[config.mk]
export PLATFORM = sky130hd
export DESIGN_NAME = tgs_cell
export DESIGN_NICKNAME = d
export VERILOG_FILES = /design/src/hdl/tgs_pkg.sv /design/src/hdl/tgs_cell.sv
export SDC_FILE = /design/constraint.sdc
export NUM_CORES = 1
export LEC_CHECK = 0
export BUFFER_PORTS_ARGS = -buffer_cell sky130_fd_sc_hd__buf_2
export CAP_MARGIN = 10
export CORE_MARGIN = 10
export CORE_UTILIZATION = 40
export DETAILED_ROUTE_END_ITERATION = 16
export HOLD_SLACK_MARGIN = 0.15
export PLACE_DENSITY = 0.8
export SYNTH_ARGS = -nofsm -noshare
export SYNTH_HDL_FRONTEND = slang
export SYNTH_SLANG_ARGS = --single-unit
[constraint.sdc]
create_clock -name clock -period 2.8 [get_ports clock]
set_input_delay 0.28 -clock clock [delete_from_list [all_inputs] [get_ports clock]]
set_output_delay 0.28 -clock clock [all_outputs]
set_load 0.1 [all_outputs]
[src/hdl/tgs_pkg.sv]
// ---------------------------------------------------------------------------
// tgs_pkg: shared types and constants for the gather/scatter address generator
// Holds field widths, register indexes, the per-stage lane record and helpers.
// ---------------------------------------------------------------------------
package tgs_pkg;

   localparam int NUM_DIMS   = 4;
   localparam int DIM_BITS   = 16;
   localparam int POS_BITS   = 64;
   localparam int IDX_BITS   = 32;
   // a stride is the product of all sizes but the outermost
   localparam int STR_BITS   = (NUM_DIMS - 1) * DIM_BITS;
   localparam int RANK_BITS  = 3;
   localparam int CSR_IDX_BITS = 3;
   localparam int DIM_SEL_BITS = $clog2(NUM_DIMS);
   // one cell per quotient bit, one digit per dimension
   localparam int NUM_CELLS  = NUM_DIMS * POS_BITS;
   localparam int REQ_BITS   = POS_BITS + NUM_DIMS * IDX_BITS;
   localparam int RSP_BITS   = ((2 * POS_BITS + 1 + 7) / 8) * 8;

   // configuration register indexes
   localparam logic [CSR_IDX_BITS-1:0] CSR_RANK  = 3'd0;
   localparam logic [CSR_IDX_BITS-1:0] CSR_MASK  = 3'd1;
   localparam logic [CSR_IDX_BITS-1:0] CSR_SIZE0 = 3'd2;
   localparam logic [CSR_IDX_BITS-1:0] CSR_SIZE1 = 3'd3;
   localparam logic [CSR_IDX_BITS-1:0] CSR_SIZE2 = 3'd4;
   localparam logic [CSR_IDX_BITS-1:0] CSR_SIZE3 = 3'd5;

   typedef logic [NUM_DIMS-1:0][DIM_BITS-1:0] coord_vec_type;

   // one request in flight through the cell row
   typedef struct packed {
      logic                valid;
      logic [POS_BITS-1:0] q;      // dividend shifting into quotient
      logic [DIM_BITS-1:0] r;      // partial remainder
      coord_vec_type       coord;  // coordinate per dimension
      logic                err;
   } lane_type;

   // a size of zero behaves as one
   function automatic logic [DIM_BITS-1:0] eff_size(input logic [DIM_BITS-1:0] s);
      eff_size = (s == '0) ? DIM_BITS'(1) : s;
   endfunction

endpackage

[src/hdl/tgs_cell.sv]
// ---------------------------------------------------------------------------
// tgs_cell: one restoring division step
// Shifts one dividend bit into the remainder and emits one quotient bit;
// the last cell of a digit stores the remainder as a coordinate when wr is set.
// ---------------------------------------------------------------------------
module tgs_cell (
   input  logic                             clock,
   input  logic                             reset,
   input  logic                             en,
   input  tgs_pkg::lane_type                lane_in,
   input  logic [tgs_pkg::DIM_BITS-1:0]     divisor,
   input  logic                             last,
   input  logic                             wr,
   input  logic [tgs_pkg::DIM_SEL_BITS-1:0] dim,
   output tgs_pkg::lane_type                lane_out
);
   import tgs_pkg::*;

   lane_type            step_in, lane_ff;
   logic [DIM_BITS:0]   trial;
   logic [DIM_BITS:0]   rem;
   logic                ge;

   // compare and subtract, then advance the quotient
   always_comb begin
      trial   = {lane_in.r, lane_in.q[POS_BITS-1]};
      ge      = trial >= {1'b0, divisor};
      rem     = ge ? trial - {1'b0, divisor} : trial;
      step_in = lane_in;
      step_in.q = {lane_in.q[POS_BITS-2:0], ge};
      step_in.r = rem[DIM_BITS-1:0];
      if (last) begin
         if (wr) step_in.coord[dim] = rem[DIM_BITS-1:0];
         step_in.r = '0;
      end
   end

   always_ff @(posedge clock) begin
      if (reset) lane_ff <= '0;
      else if (en) lane_ff <= step_in;
   end

   assign lane_out = lane_ff;
endmodule

Yosys cells after proc, flatten, opt, wreduce, memory -nomap -nowiden
Index checks and enable logic that the tools add are counted.
{ "word_totals": {"word_cells": 19, "regBits": 146, "out_inout_bits": 146} }
{ "op_classes": {"addsub": 1, "reduce_logical": 1, "n_lt_le_gt_ge": 3, "n_mux": 6} }
{ "op_table": {"columns": ["op", "count"], "rows": [
  ["$mux W80", 1],
  ["$bwmux W64", 1],
  ["$mux W64", 1],
  ["$demux W16 S2", 1],
  ["$mux W16", 2],
  ["$ge A17 B16 Y1", 1],
  ["$sub A16 B16 Y16", 1],
  ["$lt A2 B3 Y1 const B", 1],
  ["$ge A2 B1 Y1 const B", 1],
  ["$logic_and A1 B1 Y1", 1]
]} }

Longest topological paths before layout
{ "logic_depth": {"ltp_word": 7, "depth_mapped": 11, "ltp_nobuf": 11} }

Least setup slack after synthesis
OpenSTA, ideal clock, no wires.
{ "synth_path": {"kind": "input to register", "startpoint": "input divisor[11] (netlist bit)", "endpoint": "register lane_ff, in the netlist lane_out[42]", "t_arrival_ps": 2290, "t_required_ps": 2709, "stages": 11, "slack_ps": 419, "setup_time_ps": 91, "n_path_buf": 2, "path_cell_list": "inv_1 ha_1 buf_2 nand4_1 nor3_2 a41oi_2 o21ai_4 buf_4 mux2i_2 nand3_1 a311oi_1"} }
{ "synth_between": {"elab_chain_cells": 5} }
{ "synth_rtl": {"columns": ["element", "line_no", "text"], "rows": [
  ["from (decl)", "tgs_cell.sv:11", "input logic [tgs_pkg::DIM_BITS-1:0] divisor,"],
  ["$ge A17 B16 Y1", "tgs_cell.sv:27", "ge = trial >= {1'b0, divisor};"],
  ["$mux W16", "tgs_cell.sv:28", "rem = ge ? trial - {1'b0, divisor} : trial;"],
  ["$bwmux W64", "tgs_cell.sv:33", "if (wr) step_in.coord[dim] = rem[DIM_BITS-1:0];"],
  ["$mux W64", "tgs_cell.sv:33", null],
  ["$mux W80", "tgs_cell.sv:32", "if (last) begin"],
  ["to (signal assigned)", "tgs_cell.sv:40", "else if (en) lane_ff <= step_in;"],
  ["to (decl)", "tgs_cell.sv:19", "lane_type step_in, lane_ff;"]
]} }
Every way passes these cells.
A chain may end at the register's enable or synchronous reset.

Worst setup path after layout
{ "layout_path": {"startpoint": "input lane_in[70] (netlist bit)", "endpoint": "register lane_ff, in the netlist lane_out[43]"} }
{ "layout_between": {"elab_chain_cells": 5} }
{ "layout_rtl": {"columns": ["element", "line_no", "text"], "rows": [
  ["from (decl)", "tgs_cell.sv:10", "input tgs_pkg::lane_type lane_in,"],
  ["$sub A16 B16 Y16 or $ge A17 B16 Y1 (tied branches)", "tgs_cell.sv:28, tgs_cell.sv:27", null],
  ["$mux W16 *", "tgs_cell.sv:28", null],
  ["$bwmux W64 *", "tgs_cell.sv:33", null],
  ["$mux W64 *", "tgs_cell.sv:33", null],
  ["$mux W80 *", "tgs_cell.sv:32", null]
]} }
Every way passes the cells marked *; elsewhere a longest branch is shown, timed or not.

==> results.yml <==
synth:
  yosys-top-cells-area: "dfxtp_1 (43%), mux2i_1 (9.7%), nor2_1 (5.8%)"
  synth-edff-count: 0
  ys_ff_latch: 146
  yosys-top-cells-count: "dfxtp_1 (146), nor2_1 (105), mux2i_1 (66)"
  synth_ff_type: "dfxtp_1"
  syn_inst: 768
  ys_warn_count: 0
  synthDistinctLibCells: 54
  synthesis.area_um2: 6790
  syn-num-nets: 954
  avgSynthCellArea_um2: 8.85
  synth_top_cell_area_share: 0.430
  yosysTopAreaCell: "dfxtp_1"
  synthArstFlopShare: 0
  yosysMostFrequentCell: "dfxtp_1"
  ys_seq_area_frac: 0.430
pwr:
  p_leak_nw: 4.99
  ir_drop_mv: 0.408
  cellPowerDensity_nw_per_um2: 666
critical_path:
  startpoint_type: "input pin"
  cp.required_ps: 3120
  crit_family: "compound AO/OA/AOI/OAI gates"
  slowest_delay_ps: 490
  worst_ep_arrival_time_ps: 2800
  r2r_setup_slack_ps: 2000
  r2r-start: "lane_out[113]"
  critPathCaptureType: "flop"
  reg2reg_depth: 2
  crit_path_max_fanout: 8
  path_cells: "buf_2 -> ha_1 -> a211o_1 -> a21oi_1 -> a21o_2 -> a21boi_2 -> buf_4 -> o21ai_0 -> nand3_1 -> a311oi_1"
  critical_path_class: "in -> reg"
  rr_endpoint: "lane_out[113]"
  slowest_stage: "o21ai_0"
  cp_num_buf_inv: 2
floorplanning:
  fp.dieArea_um2: 22600
  die_w_um: 150
  die_h_um: 150
  core_area_um2: 16600
  row_count: 47
  initial_core_util: 0.408
  pin_count: 315
detailed_routing:
  wl_per_cell_um: 20.4
  drt_iter0_drc: 594
  via_count: 7507
  drt.antenna.violating_nets: 0
  firstDrtPassIters: 6
  drc: 0
  routed_wl_um: 28200
  vias_per_cell: 5.44
cells_and_area:
  final_cells: 1380
  stdcell_area_um2: 9930
  largest_reg_flops: 146
  final_nets: 1327
  layout-drive-gt1-share: 0.339
  area_growth_syn_to_layout_pct: 46.1
  fill_cells: 1394
  fin_util: 0.597
placement:
  dp_hpwl_um: 20300
  globalplace.congestion: 1.03
  portBuffers: 314
  dpl.cell_count: 1271
  place_area_um2: 8630
clocking:
  clk_latency_ps: 410
  cts_buffer_depth: 2
  root_buffer: "clkbuf_16"
  cts_made_buffers: 17
  clock_sinks: 146
  cts_max_level: 4
  cts_tree: "yes"
  cts_resized: 0
  clk_pin_slew_worst_paths_ps: 70
sta:
  period_share: 0.886
  fin_skew_ps: 0
  rsz0062_at_grt: "false"
  final_hold_viol_count: 0
  report.final.slew_viol_count: 0
  fmax_mhz: 403
  fin_crit_ps: 2480
  worst_pin_slew_ps: 1170
  slew-limit-headroom: 0.222
  tns_ps: 0
  setup_viol: 0
hold_path:
  min_path_type: "in -> reg"
  hold_depth: 3
  min_from: "lane_in[51]"
  hold_path_end: "lane_out[51]"
flow_run:
  drv_cap: 0
run_status:
  status: "completed"
global_route:
  grt_pass1_vias: 7408
  antenna_found_initial: 6
  globalRouteOverflowTotal: 0
  grt_max_degree: 115
  grt_usage: 0.239
  grt_pass1_wl_um: 42300
## logic make-up (layout without fill, tap and decap cells)
family / after synthesis / in the layout / synth area share
buf+inv: 77 / 463 / 0.0444
simple gates: 198 / 198 / 0.131
xor+xnor: 10 / 10 / 0.0129
compound gates: 252 / 252 / 0.248
flops: 146 / 146 / 0.430
fa+ha+maj: 17 / 17 / 0.0324
other cells: 0 / 6 / 0
mux: 68 / 68 / 0.101
## final cells by class
type	count	area, um^2	area share
tap	220	275	0.0277
clock buffer	17	425	0.0428
clock inverter	15	145	0.0146
sequential	146	2920	0.294
multi-input combinational	545	3590	0.362
timing repair buffer	407	2460	0.248
inverter	24	90.1	0.00907
antenna	6	15.0	0.00151
## layer usage
| layer | GRT usage | vias up | share of wire |
|---|---|---|---|
| li1 | - | 3550 | - |
| met1 | 0.283 | 3496 | 0.38 |
| met2 | 0.401 | 393 | 0.50 |
| met3 | 0.0540 | 66 | 0.081 |
| met4 | 0.116 | 2 | 0.035 |
| met5 | 0 | - | 0.00067 |
## per-stage QoR
stage                     setup WS, ps  power, mW  hold WS [ps]
after floorplan                    419       3.85           427
after global placement            49.5       4.30           429
after detailed placement         -43.4       4.33           434
after CTS                          400       6.62           161
after global routing               204       6.86           172
final                              320       6.61           178
## power by group
part	switching [mW]	leakage (nW)	internal [mW]
Clock	0.976	0.266	1.25
Combinational	1.59	3.52	0.512
Sequential	0.0721	1.21	2.21
## worst max path at each step
stage,slack (ps),cells after the start,endpoint,start
after global routing,200,10,lane_out[43],lane_in[70]
final,320,10,lane_out[43],lane_in[70]
after detailed placement,-40,10,lane_out[43],lane_in[70]
after CTS,400,10,lane_out[43],lane_in[70]
after floorplan,420,11,lane_out[42],divisor[11]
after global placement,50,12,lane_out[63],lane_in[144]
## layout by cell type, fill, tap and decap left out, drive strengths merged, types with 7 or more instances in the layout
master / instances
clkbuf: 17
a31oi: 35
ha: 16
a32oi: 7
o21ai: 71
buf: 336
a211oi: 27
a311oi: 11
or3: 16
dfxtp: 146
a21o: 46
dlygate4sd3: 71
nand3: 33
xnor2: 7
nand2: 20
inv: 32
nor2: 105
mux2i: 67
a21oi: 36
## what timing repair did
item	4_1_cts	5_1_grt
buffers inserted	0	0
hold endpoints to repair	71	0
hold buffers	71	0
## worst reg2reg max path, delay by kind of cell, from the launching register on
family | cells | cell delay [ps]
DFF | 1 | 320
and+or+nand+nor | 1 | 90
muxes | 1 | 230
Power figures use the tool's default switching activity.
