File: src/hdl/tgs_pkg.sv
// ---------------------------------------------------------------------------
// tgs_pkg: shared types and constants for the gather/scatter address generator
// Holds field widths, register indexes, the per-stage lane record and helpers.
// ---------------------------------------------------------------------------
package tgs_pkg;

   localparam int NUM_DIMS   = 4;
   localparam int DIM_BITS   = 16;
   localparam int POS_BITS   = 64;
   localparam int IDX_BITS   = 32;
   // a stride is the product of all sizes but the outermost
   localparam int STR_BITS   = (NUM_DIMS - 1) * DIM_BITS;
   localparam int RANK_BITS  = 3;
   localparam int CSR_IDX_BITS = 3;
   localparam int DIM_SEL_BITS = $clog2(NUM_DIMS);
   // one cell per quotient bit, one digit per dimension
   localparam int NUM_CELLS  = NUM_DIMS * POS_BITS;
   localparam int REQ_BITS   = POS_BITS + NUM_DIMS * IDX_BITS;
   localparam int RSP_BITS   = ((2 * POS_BITS + 1 + 7) / 8) * 8;

   // configuration register indexes
   localparam logic [CSR_IDX_BITS-1:0] CSR_RANK  = 3'd0;
   localparam logic [CSR_IDX_BITS-1:0] CSR_MASK  = 3'd1;
   localparam logic [CSR_IDX_BITS-1:0] CSR_SIZE0 = 3'd2;
   localparam logic [CSR_IDX_BITS-1:0] CSR_SIZE1 = 3'd3;
   localparam logic [CSR_IDX_BITS-1:0] CSR_SIZE2 = 3'd4;
   localparam logic [CSR_IDX_BITS-1:0] CSR_SIZE3 = 3'd5;

   typedef logic [NUM_DIMS-1:0][DIM_BITS-1:0] coord_vec_type;

   // one request in flight through the cell row
   typedef struct packed {
      logic                valid;
      logic [POS_BITS-1:0] q;      // dividend shifting into quotient
      logic [DIM_BITS-1:0] r;      // partial remainder
      coord_vec_type       coord;  // coordinate per dimension
      logic                err;
   } lane_type;

   // a size of zero behaves as one
   function automatic logic [DIM_BITS-1:0] eff_size(input logic [DIM_BITS-1:0] s);
      eff_size = (s == '0) ? DIM_BITS'(1) : s;
   endfunction

endpackage

File: src/hdl/tgs_index.sv
// ---------------------------------------------------------------------------
// tgs_index: entry stage
// Wraps and clamps the index values of indexed dimensions and loads a lane.
// ---------------------------------------------------------------------------
module tgs_index (
   input  logic                                      clock,
   input  logic                                      reset,
   input  logic                                      en,
   input  logic                                      req_valid,
   input  logic [tgs_pkg::POS_BITS-1:0]              position,
   input  logic [tgs_pkg::NUM_DIMS-1:0][tgs_pkg::IDX_BITS-1:0] index,
   input  tgs_pkg::coord_vec_type                    size,
   input  logic [tgs_pkg::NUM_DIMS-1:0]              indexed,
   output tgs_pkg::lane_type                         lane_out
);
   import tgs_pkg::*;

   lane_type lane_in, lane_ff;

   // wrap once, clamp and flag each indexed dimension
   always_comb begin
      logic signed [IDX_BITS+1:0] v;
      logic signed [IDX_BITS+1:0] s;
      lane_in       = '0;
      lane_in.valid = req_valid;
      lane_in.q     = position;
      for (int d = 0; d < NUM_DIMS; d++) begin
         s = $signed({{(IDX_BITS+2-DIM_BITS){1'b0}}, size[d]});
         v = $signed({{2{index[d][IDX_BITS-1]}}, index[d]});
         if (v < 0) v = v + s;
         if (indexed[d]) begin
            if (v < 0) begin
               lane_in.coord[d] = '0;
               lane_in.err      = 1'b1;
            end else if (v >= s) begin
               lane_in.coord[d] = size[d] - DIM_BITS'(1);
               lane_in.err      = 1'b1;
            end else begin
               lane_in.coord[d] = v[DIM_BITS-1:0];
            end
         end
      end
   end

   // hold while the row is stalled
   always_ff @(posedge clock) begin
      if (reset) lane_ff <= '0;
      else if (en) lane_ff <= lane_in;
   end

   assign lane_out = lane_ff;
endmodule

File: config.mk
export PLATFORM = sky130hd
export DESIGN_NAME = tgs_index
export DESIGN_NICKNAME = d
export VERILOG_FILES = /design/src/hdl/tgs_pkg.sv /design/src/hdl/tgs_index.sv
export SDC_FILE = /design/constraint.sdc
export NUM_CORES = 1
export LEC_CHECK = 0
export ABC_CLOCK_PERIOD_IN_PS = 5900
export BUFFER_PORTS_ARGS = -buffer_cell sky130_fd_sc_hd__buf_2
export CAP_MARGIN = 20
export CORE_AREA = 2 2 161 163
export DETAILED_ROUTE_END_ITERATION = 7
export DIE_AREA = 0 0 163 165
export PLACE_DENSITY = 0.94
export SLEW_MARGIN = 20
export SYNTH_ARGS = -nofsm -noshare
export SYNTH_HDL_FRONTEND = slang
export SYNTH_SLANG_ARGS = --single-unit
export TNS_END_PERCENT = 50
File: constraint.sdc
create_clock -name clock -period 5.9 [get_ports clock]
set_clock_uncertainty 0.2 [all_clocks]
set_input_delay 0.295 -clock clock [delete_from_list [all_inputs] [get_ports clock]]
set_output_delay 0.295 -clock clock [all_outputs]
set_load 0.005 [all_outputs]
# Yosys cells after proc, flatten, opt, wreduce, memory -nomap -nowiden
# Cells that the tools add are included.
totals:
  regBits: 130
  out_inout_bits: 146
  word_cells: 53
  inputBits: 264
op_classes:
  magnitude_cmp: 12
  n_addsub: 8
  muxes: 26
ops:
  columns: ["op", "n"]
  rows:
  - ["16-bit two-way mux", 10]
  - ["34-bit by 17-bit >= comparator with 1-bit output", 4]
  - ["34-bit by 1-bit less-than comparator with 1-bit output (second input constant)", 4]
  - ["34-bit two-way mux", 4]
  - ["32-bit by 17-bit adder with 33-bit output", 4]
  - ["32-bit by 1-bit less-than comparator with 1-bit output (second input constant)", 4]
  - ["16-bit by 1-bit subtractor with 16-bit output (second input constant)", 4]
  - ["17-bit two-way mux", 2]
  - ["1-bit two-way mux", 10]

# Logic depth before layout (Yosys ltp)
# Gate-level depths: netlist (run 1).
depth:
  depth_word: 15
  depth_mapped: 23
  depth_no_buf: 21

# Least setup slack after synthesis (run 1)
# Ideal clock, no wire load.
synth_timing:
  kind: "in2reg"
  start: "in index[3] (netlist bit)"
  end: "reg lane_ff (netlist bit lane_out[10])"
  arrival_time_ps: 4331
  required_time_ps: 5583
  setup_time_ps: 117
  path_buffers: 0
  stages: 18
  slack_ps: 1251
  cell_sequence: "ha_1 -> a21o_1 -> a21oi_1 -> a21boi_1 -> a311o_1 -> a41oi_1 -> o21bai_1 -> o311ai_1 -> ha_1 -> a21oi_1 -> nand2_1 -> a311oi_1 -> o221ai_1 -> or3_1 -> nor4_2 -> nand4_2 -> or3_1 -> a32o_1"
synth_between:
  elab_chain_cells: 6
  elab_cells_between_ends: 8
synth_lines:
  columns: ["element", "line_no", "text"]
  rows:
  - ["start, declared", "tgs_index.sv:11", "input logic [tgs_pkg::NUM_DIMS-1:0][tgs_pkg::IDX_BITS-1:0] index,"]
  - ["32-bit by 17-bit adder with 33-bit output or 32-bit by 1-bit less-than comparator with 1-bit output (tied branches)", "tgs_index.sv:30", "if (v < 0) v = v + s;"]
  - ["34-bit two-way mux (*)", "tgs_index.sv:30", null]
  - ["34-bit by 17-bit >= comparator with 1-bit output", "tgs_index.sv:35", "end else if (v >= s) begin"]
  - ["16-bit two-way mux", "tgs_index.sv:35", null]
  - ["17-bit two-way mux (*)", "tgs_index.sv:32", "if (v < 0) begin"]
  - ["17-bit two-way mux (*)", "tgs_index.sv:31", "if (indexed[d]) begin"]
  - ["end signal, assigned", "tgs_index.sv:48", "else if (en) lane_ff <= lane_in;"]
  - ["end, declared", "tgs_index.sv:18", "lane_type lane_in, lane_ff;"]
# Mark *: on every way between the ends. The rest lies on a longest branch, timed or not.
# A chain may end at the register's enable or synchronous reset.

# Worst setup path in the final report (run 1)
layout_timing:
  start: "in index[99] (netlist bit)"
  end: "reg lane_ff (netlist bit lane_out[51])"
layout_between:
  elab_chain_cells: 6
  elab_cells_between_ends: 8
layout_lines:
  columns: ["element", "line_no"]
  rows:
  - ["32-bit by 17-bit adder with 33-bit output or 32-bit by 1-bit less-than comparator with 1-bit output (tied branches)", "tgs_index.sv:30"]
  - ["34-bit two-way mux (*)", "tgs_index.sv:30"]
  - ["34-bit by 17-bit >= comparator with 1-bit output", "tgs_index.sv:35"]
  - ["16-bit two-way mux", "tgs_index.sv:35"]
  - ["16-bit two-way mux (*)", "tgs_index.sv:32"]
  - ["16-bit two-way mux (*)", "tgs_index.sv:31"]
# Marked as above.

==> out/metrics.yaml, run 1 <==
grt_max_degree: 69
netSwitchingFraction_pct: 35.8
pwr-share-comb_pct: 35.5
run_status: "finished, final reports clean"
p_sw_uw: 1140
yosysWarnings: 0
drv_slew: 0
wire_per_inst_um: 19.8
path_cells: "buf_2, ha_1, a21o_1, a21oi_1, a21boi_0, o21ai_0, a21boi_0, o21ai_0, a21boi_0, o31ai_1, ha_1, nand3_1, nor2_1, a221oi_1, o21ai_0, a211oi_1, o211ai_1, nor4_1, a21oi_2, mux2_1, a22o_1"
synth_cells: 1732
internal-power_uw: 2050
setup_ws_ps: 382
grt_pass1_vias: 14900
nFillCells: 2052
drive_above_1_share_pct: 23.9
p_seq_share_pct: 29.5
postLayoutCoreUtil_pct: 67.0
relSlewSlack_pct: 36.1
criticalPathCategory: "primary input to flop"
postCtsResizedCells: 0
cts_root_buffer: "clkbuf_16"
crit_slowest_cell: "nor4_1"
worstMarginPinSlew_ps: 949
vias_per_cell: 6.26
p_leak_uw: 0.00778
fp.dieW_um: 163
syn_area_um2: 13400
clock_latency_ps: 420
finalHoldViolations: 0
rows: 58
worst_ir_drop_vdd_uv: 198
cp-start-kind: "primary input"
die-area_um2: 26900
largest_reg_flops: 130
ys_types: 84
path_max_fanout: 10
ys_ff_latch: 130
hold_path.class: "primary input to flop"
slowest_delay_ps: 680
avgSynthCellArea_um2: 7.73
dieHeight_um: 165
path_clk_slew_ps: 60
synthArstFlopShare_pct: 0
cp.arrival_ps: 5630
numCtsBuffers: 17
synth.yosys.seq_area_share_pct: 19.4
drt-initial-drc-count: 2024
antenna_found_initial: 10
core_um2: 25000
fin_crit_sh_pct: 93.5
critPathRequiredTime_ps: 6010
drc_errors: 0
grt_pass1_wl_mm: 75.9
post-place-ws_ps: 332
clock_power_share_pct: 35.0
cts.sinks: 130
final_cell_count_no_fill: 2498
synth_ff_type: "dfxtp_1"
rsz0062_at_grt: "no"
final-setup-viol-count: 0
nNetsFinal: 2548
portBuffers: 393
areaGrowthSynthToFinish_pct: 25.2
cts_tree: "done"
hpwl_mm: 37.0
start_util_pct: 53.5
end_kind: "flop"
power_density_nw_per_um2: 191
ant_nets: 0
synth_edf_count: 0
setup_tns_ps: 0
via_count: 15600
grtUsageTotal_pct: 35.3
overflow: 0
totalWireLength_mm: 49.3
post-place-cells: 2394
first_pass_iters: 7
min_period_ps: 5520
ios: 410
maxCapViolCount: 0
clock.fmax_ghz: 0.181
htreeDepth: 4
post_cts_buffers: 0
ctsLongestPathBuffers: 2
gp_congestion: 0.993
-- power groups by stage --
stage / Sequential, uW / Clock, uW / Combinational (uW)
global placement: 956 / 0 / 1010
CTS: 940 / 1120 / 1090
detailed placement: 958 / 0 / 1050
global route: 946 / 1170 / 1240
floorplan: 959 / 0 / 699
finish: 944 / 1120 / 1130
-- through the flow --
stage / hold slack, ps / power, uW / area, um2
after floorplan: 242 / 1660 / 13500
after global placement: 247 / 1970 / 15500
after detailed placement: 254 / 2010 / 15500
after CTS: 9.86 / 3150 / 16700
after global routing: 8.35 / 3350 / 16800
final: 16.2 / 3200 / 16800
-- cell usage in the layout (no fill, tap or decap), drive strengths merged, types with 7 or more instances in the layout --
| master | instances |
|---|---|
| and4 | 11 |
| o21a | 17 |
| buf | 399 |
| nand2b | 11 |
| and2 | 14 |
| mux2 | 52 |
| ha | 132 |
| nand3 | 95 |
| a21boi | 9 |
| dlygate4sd3 | 65 |
| nand3b | 7 |
| o311ai | 8 |
| and3 | 13 |
| inv | 98 |
| clkinv | 7 |
| o21ai | 61 |
| o31ai | 10 |
| a21o | 44 |
| a31oi | 11 |
| o211ai | 58 |
| nor2b | 8 |
| clkbuf | 19 |
| mux2i | 83 |
| nor3 | 34 |
| conb | 16 |
| nand4 | 57 |
| nand2 | 192 |
| nor4 | 17 |
| a32o | 9 |
| diode | 7 |
| a211oi | 18 |
| dfxtp | 130 |
| xnor2 | 84 |
| or3 | 11 |
| a21oi | 99 |
| nor2 | 148 |
| or2 | 9 |
| xor2 | 23 |
-- worst paths after layout --
kind,startpoint,depth (start not counted),slack (ps),endpoint
worst max-delay path,index[99],21,380,lane_out[51]
worst min-delay path,indexed[0],3,20,lane_out[0]
worst max register to register,lane_out[115],2,4750,lane_out[115]
worst min register to register,lane_out[1],1,270,lane_out[1]
-- per-layer routing --
layer | up-vias | track usage [%] | part of all wire [%]
li1 | 7190 | - | -
met1 | 7138 | 43.1 | 38
met2 | 1057 | 57.6 | 46
met3 | 249 | 9.09 | 11
met4 | 8 | 17.6 | 5.1
met5 | - | 0 | 0.11
-- logic make-up (layout without fill, tap and decap cells) --
logic type,after synthesis,count (layout),share of synthesized area [%]
other,1,23,0.0280
muxes,135,135,10.6
xor gates and xnor gates,107,107,7.00
and+or+nand+nor,643,643,23.1
adders and majority gates,136,136,12.9
AOI/OAI and AO/OA,404,404,21.3
buffers and inverters,176,590,5.70
DFF,130,130,19.4
-- what timing repair did --
action	4_1_cts	5_1_grt
setup endpoints to repair	0	0
endpoints found under the hold margin	65	0
hold buffers	65	0
-- cells in the mapped netlist, types with 16 or more instances --
cell type	instances	area, um2
a21o_1	44	330
o21ai_0	56	280
o211ai_1	44	330
nor2_1	148	556
nand4_1	56	350
nor4_1	16	100
nand2_1	192	721
a211oi_1	16	120
inv_1	93	349
xnor2_1	84	736
ha_1	132	1650
buf_4	16	120
nor3_1	34	170
a21oi_1	98	490
xor2_1	23	201
clkbuf_1	44	165
o21a_1	17	128
mux2_2	50	563
dfxtp_1	130	2600
mux2i_1	83	831
nand3_1	95	475
-- worst max-delay path: cells and delay by family --
kind            cells  cell delay, ps
simple gates        3             830
compound gates     14            3300
mux                 1             400
buf+inv             1             110
fa+ha+maj           2             680
-- cell type report --
cell class / instances / area (um2) / share of cell area, %
clock inverter: 13 / 149 / 0.888
antenna: 7 / 17.5 / 0.104
sequential: 130 / 2600 / 15.5
timing repair buffer: 464 / 2670 / 15.9
tap: 330 / 413 / 2.46
multi-input combinational: 1441 / 10100 / 60.4
inverter: 94 / 353 / 2.10
clock buffer: 19 / 443 / 2.64
Note: power is estimated with default switching activity, not from simulation.
==> inputs of run 2 (changes only) <==
--- a/config.mk
+++ b/config.mk
@@ -5,13 +5,15 @@
 export SDC_FILE = /design/constraint.sdc
 export NUM_CORES = 1
 export LEC_CHECK = 0
-export ABC_CLOCK_PERIOD_IN_PS = 5900
+export ABC_CLOCK_PERIOD_IN_PS = 7100
 export BUFFER_PORTS_ARGS = -buffer_cell sky130_fd_sc_hd__buf_2
 export CAP_MARGIN = 20
-export CORE_AREA = 2 2 161 163
+export CORE_AREA = 2 2 160 162
 export DETAILED_ROUTE_END_ITERATION = 7
-export DIE_AREA = 0 0 163 165
+export DIE_AREA = 0 0 162 164
 export PLACE_DENSITY = 0.94
+export RECOVER_POWER = 25
+export SKIP_CTS_REPAIR_TIMING = 1
 export SLEW_MARGIN = 20
 export SYNTH_ARGS = -nofsm -noshare
 export SYNTH_HDL_FRONTEND = slang
==> constraint.sdc (replaced) <==
create_clock -name clock -period 7.1 [get_ports clock]
set_clock_uncertainty 0.2 [all_clocks]
set_input_delay 0.355 -clock clock [delete_from_list [all_inputs] [get_ports clock]]
set_output_delay 0.355 -clock clock [all_outputs]
set_load 0.005 [all_outputs]
==> run 2 against run 1 <==
  * Count of clock-buffer cells in the layout decreased by 1
  * The flow now finishes with violations (negative hold slack, max-capacitance violations, max-slew violations)
  * Clock power shrank 22%
  * Cell count fell by 1.2%
  * Worst setup slack better by 1300 ps
  * Critical endpoint is now lane_out[0]
  * Hold slack lost 38 ps
  * Combinational power down 18%
  * Register-to-register slack gained 1200 ps
  * Sequential power down 17%
  * Flip-flop and latch count is the same
  * Sequential share of layout area increased by 0.37 points
  * Highest routed layer unchanged
==> out/metrics.yaml, run 2 (synthesis results as in run 1) <==
dieHeight_um: 164  # -0.61%
overflow: 0  # unchanged
numCtsBuffers: 17  # unchanged
r2r_cells: 2  # unchanged
whs_ps: -22.0  # -38.2 ps
ant_nets: 0  # unchanged
path_max_fanout: 5  # -5
cts.sinks: 130  # unchanged
startpoint: "index[99]"
grt_max_degree: 68  # -1.4%
setup_tns_ps: 0  # unchanged
wire_per_inst_um: 19.5  # -1.2%
totalWireLength_mm: 48.2  # -2.3%
worst_ir_drop_vdd_uv: 148  # -25%
relSlewSlack_pct: -108  # -140 points
worstReg2RegStart: "lane_out[120]"
cts_tree: "done"
rsz0062_at_grt: "no"
worstMarginPinSlew_ps: 3110  # +2160 ps
ctsLongestPathBuffers: 2  # unchanged
min_period_ps: 5430
nFillCells: 2021  # -1.5%
final_area_um2: 16400  # -2.3%
multi_input_area_um2: 10100  # about the same
maxCapViolCount: 1  # +1
grt_pass1_wl_mm: 70.8  # -6.8%
portBuffers: 393  # unchanged
clock.fmax_ghz: 0.184
final_cell_mix: "buf_2 (361), nand2_1 (192), nor2_1 (146)"
largest_reg_flops: 130  # unchanged
p_leak_uw: 0.00749  # -3.7%
seqCellArea_um2: 2600  # unchanged
fp.dieW_um: 162  # -0.61%
vias_per_cell: 6.30  # +0.64%
critPathRequiredTime_ps: 7060  # +1050 ps
final-setup-viol-count: 0  # unchanged
cp.arrival_ps: 5390  # -240 ps
dpl_cell_area_um2: 15500  # about the same
htreeDepth: 4  # unchanged
via_count: 15600  # -0.53%
drive_above_1_share_pct: 22.7  # -1.2 points
drt-initial-drc-count: 1732  # -14%
fin_crit_sh_pct: 76.5
start_util_pct: 54.0  # +0.47 points
crit_path_end: "lane_out[0]"
cts_root_buffer: "clkbuf_16"
violations: "negative hold slack, max-capacitance violations, max-slew violations"
clock_latency_ps: 420  # about the same
regToRegSetupSlack_ps: 5970  # +1220 ps
hold_path.class: "primary input to flop"
r2r-end: "lane_out[120]"
criticalPathCategory: "primary input to flop"
nNetsFinal: 2515  # -1.3%
path_clk_slew_ps: 70  # about the same
rows: 58  # unchanged
hpwl_mm: 36.5  # -1.3%
grt_pass1_vias: 14200  # -5.0%
cp-start-kind: "primary input"
grtUsageTotal_pct: 32.4  # -2.8 points
finalHoldViolations: 10  # +10
drc_errors: 0  # unchanged
final_common_cell: "buf_2"
areaGrowthSynthToFinish_pct: 22.3
run_status: "finished with violations"
first_pass_iters: 6  # -1
gp_congestion: 0.984  # -0.88%
end_kind: "flop"
core_um2: 24800  # -0.87%
ios: 410  # unchanged
antenna_found_initial: 7  # -3
power_density_nw_per_um2: 158  # -17%
drv_slew: 68  # +68
die-area_um2: 26600  # -1.2%
## run 2: per-layer routing
layer / global-route usage [%] / share of wire, %
met1: 41.7 / 39
met2: 52.5 / 46
met3: 6.44 / 10
met4: 15.0 / 5.1
met5: 0 / 0.062
## run 2: how the worst min path moves through the flow
stage	startpoint	endpoint	slack, ps	cells after the start
6_report	position[35]	lane_out[116]	-20	3
5_1_grt	position[61]	lane_out[142]	-4	3
4_1_cts	position[37]	lane_out[118]	-40	3
3_5_place_dp	lane_out[31]	lane_out[31]	250	2
3_3_place_gp	lane_out[6]	lane_out[6]	230	2
2_1_floorplan	lane_out[6]	lane_out[6]	250	2
## run 2: worst max-delay path, stage by stage
cell      delay, ps
buf_2           120
ha_1            380
a21o_1          240
a21oi_1         270
a21boi_0        170
o21ai_0         230
a21boi_0        150
o21ai_0         220
a21boi_0        130
o31ai_1         320
ha_1            330
nand3_1          80
nor2_1           50
a221oi_1        240
o21ai_0         180
a211oi_1        270
o211ai_1        140
nor4_1          580
nand2_1         160
a221oi_1        600
a311oi_1        180
## run 2: where the power goes
part | switching, uW | internal [uW]
registers | 20.3 | 763
clock network | 382 | 494
logic | 533 | 396
total | 935 | 1650
## run 2: area by class of cell
type                    instances  share of cell area (%)
multi-input cells            1441                    61.8
clock buffers                  18                    2.62
diodes                         11                   0.168
well taps                     330                    2.52
inverters                      94                    2.15
repair buffers                431                    14.0
clock inverters                14                   0.871
flip-flops and latches        130                    15.9
## run 2: through the flow
stage / total power, uW / utilization [%] / setup WS, ps / hold slack, ps / instances
3_3_place_gp: 1630 / 62.4 / 1680 / 234 / 2394
2_1_floorplan: 1380 / - / 2390 / 249 / 1747
4_1_cts: 2550 / 64.7 / 1940 / -44.0 / 2426
3_5_place_dp: 1670 / 62.4 / 1520 / 248 / 2394
5_1_grt: 2710 / 65.9 / 1280 / -4.26 / 2461
6_report: 2590 / 66.0 / 1670 / -22.0 / 2469
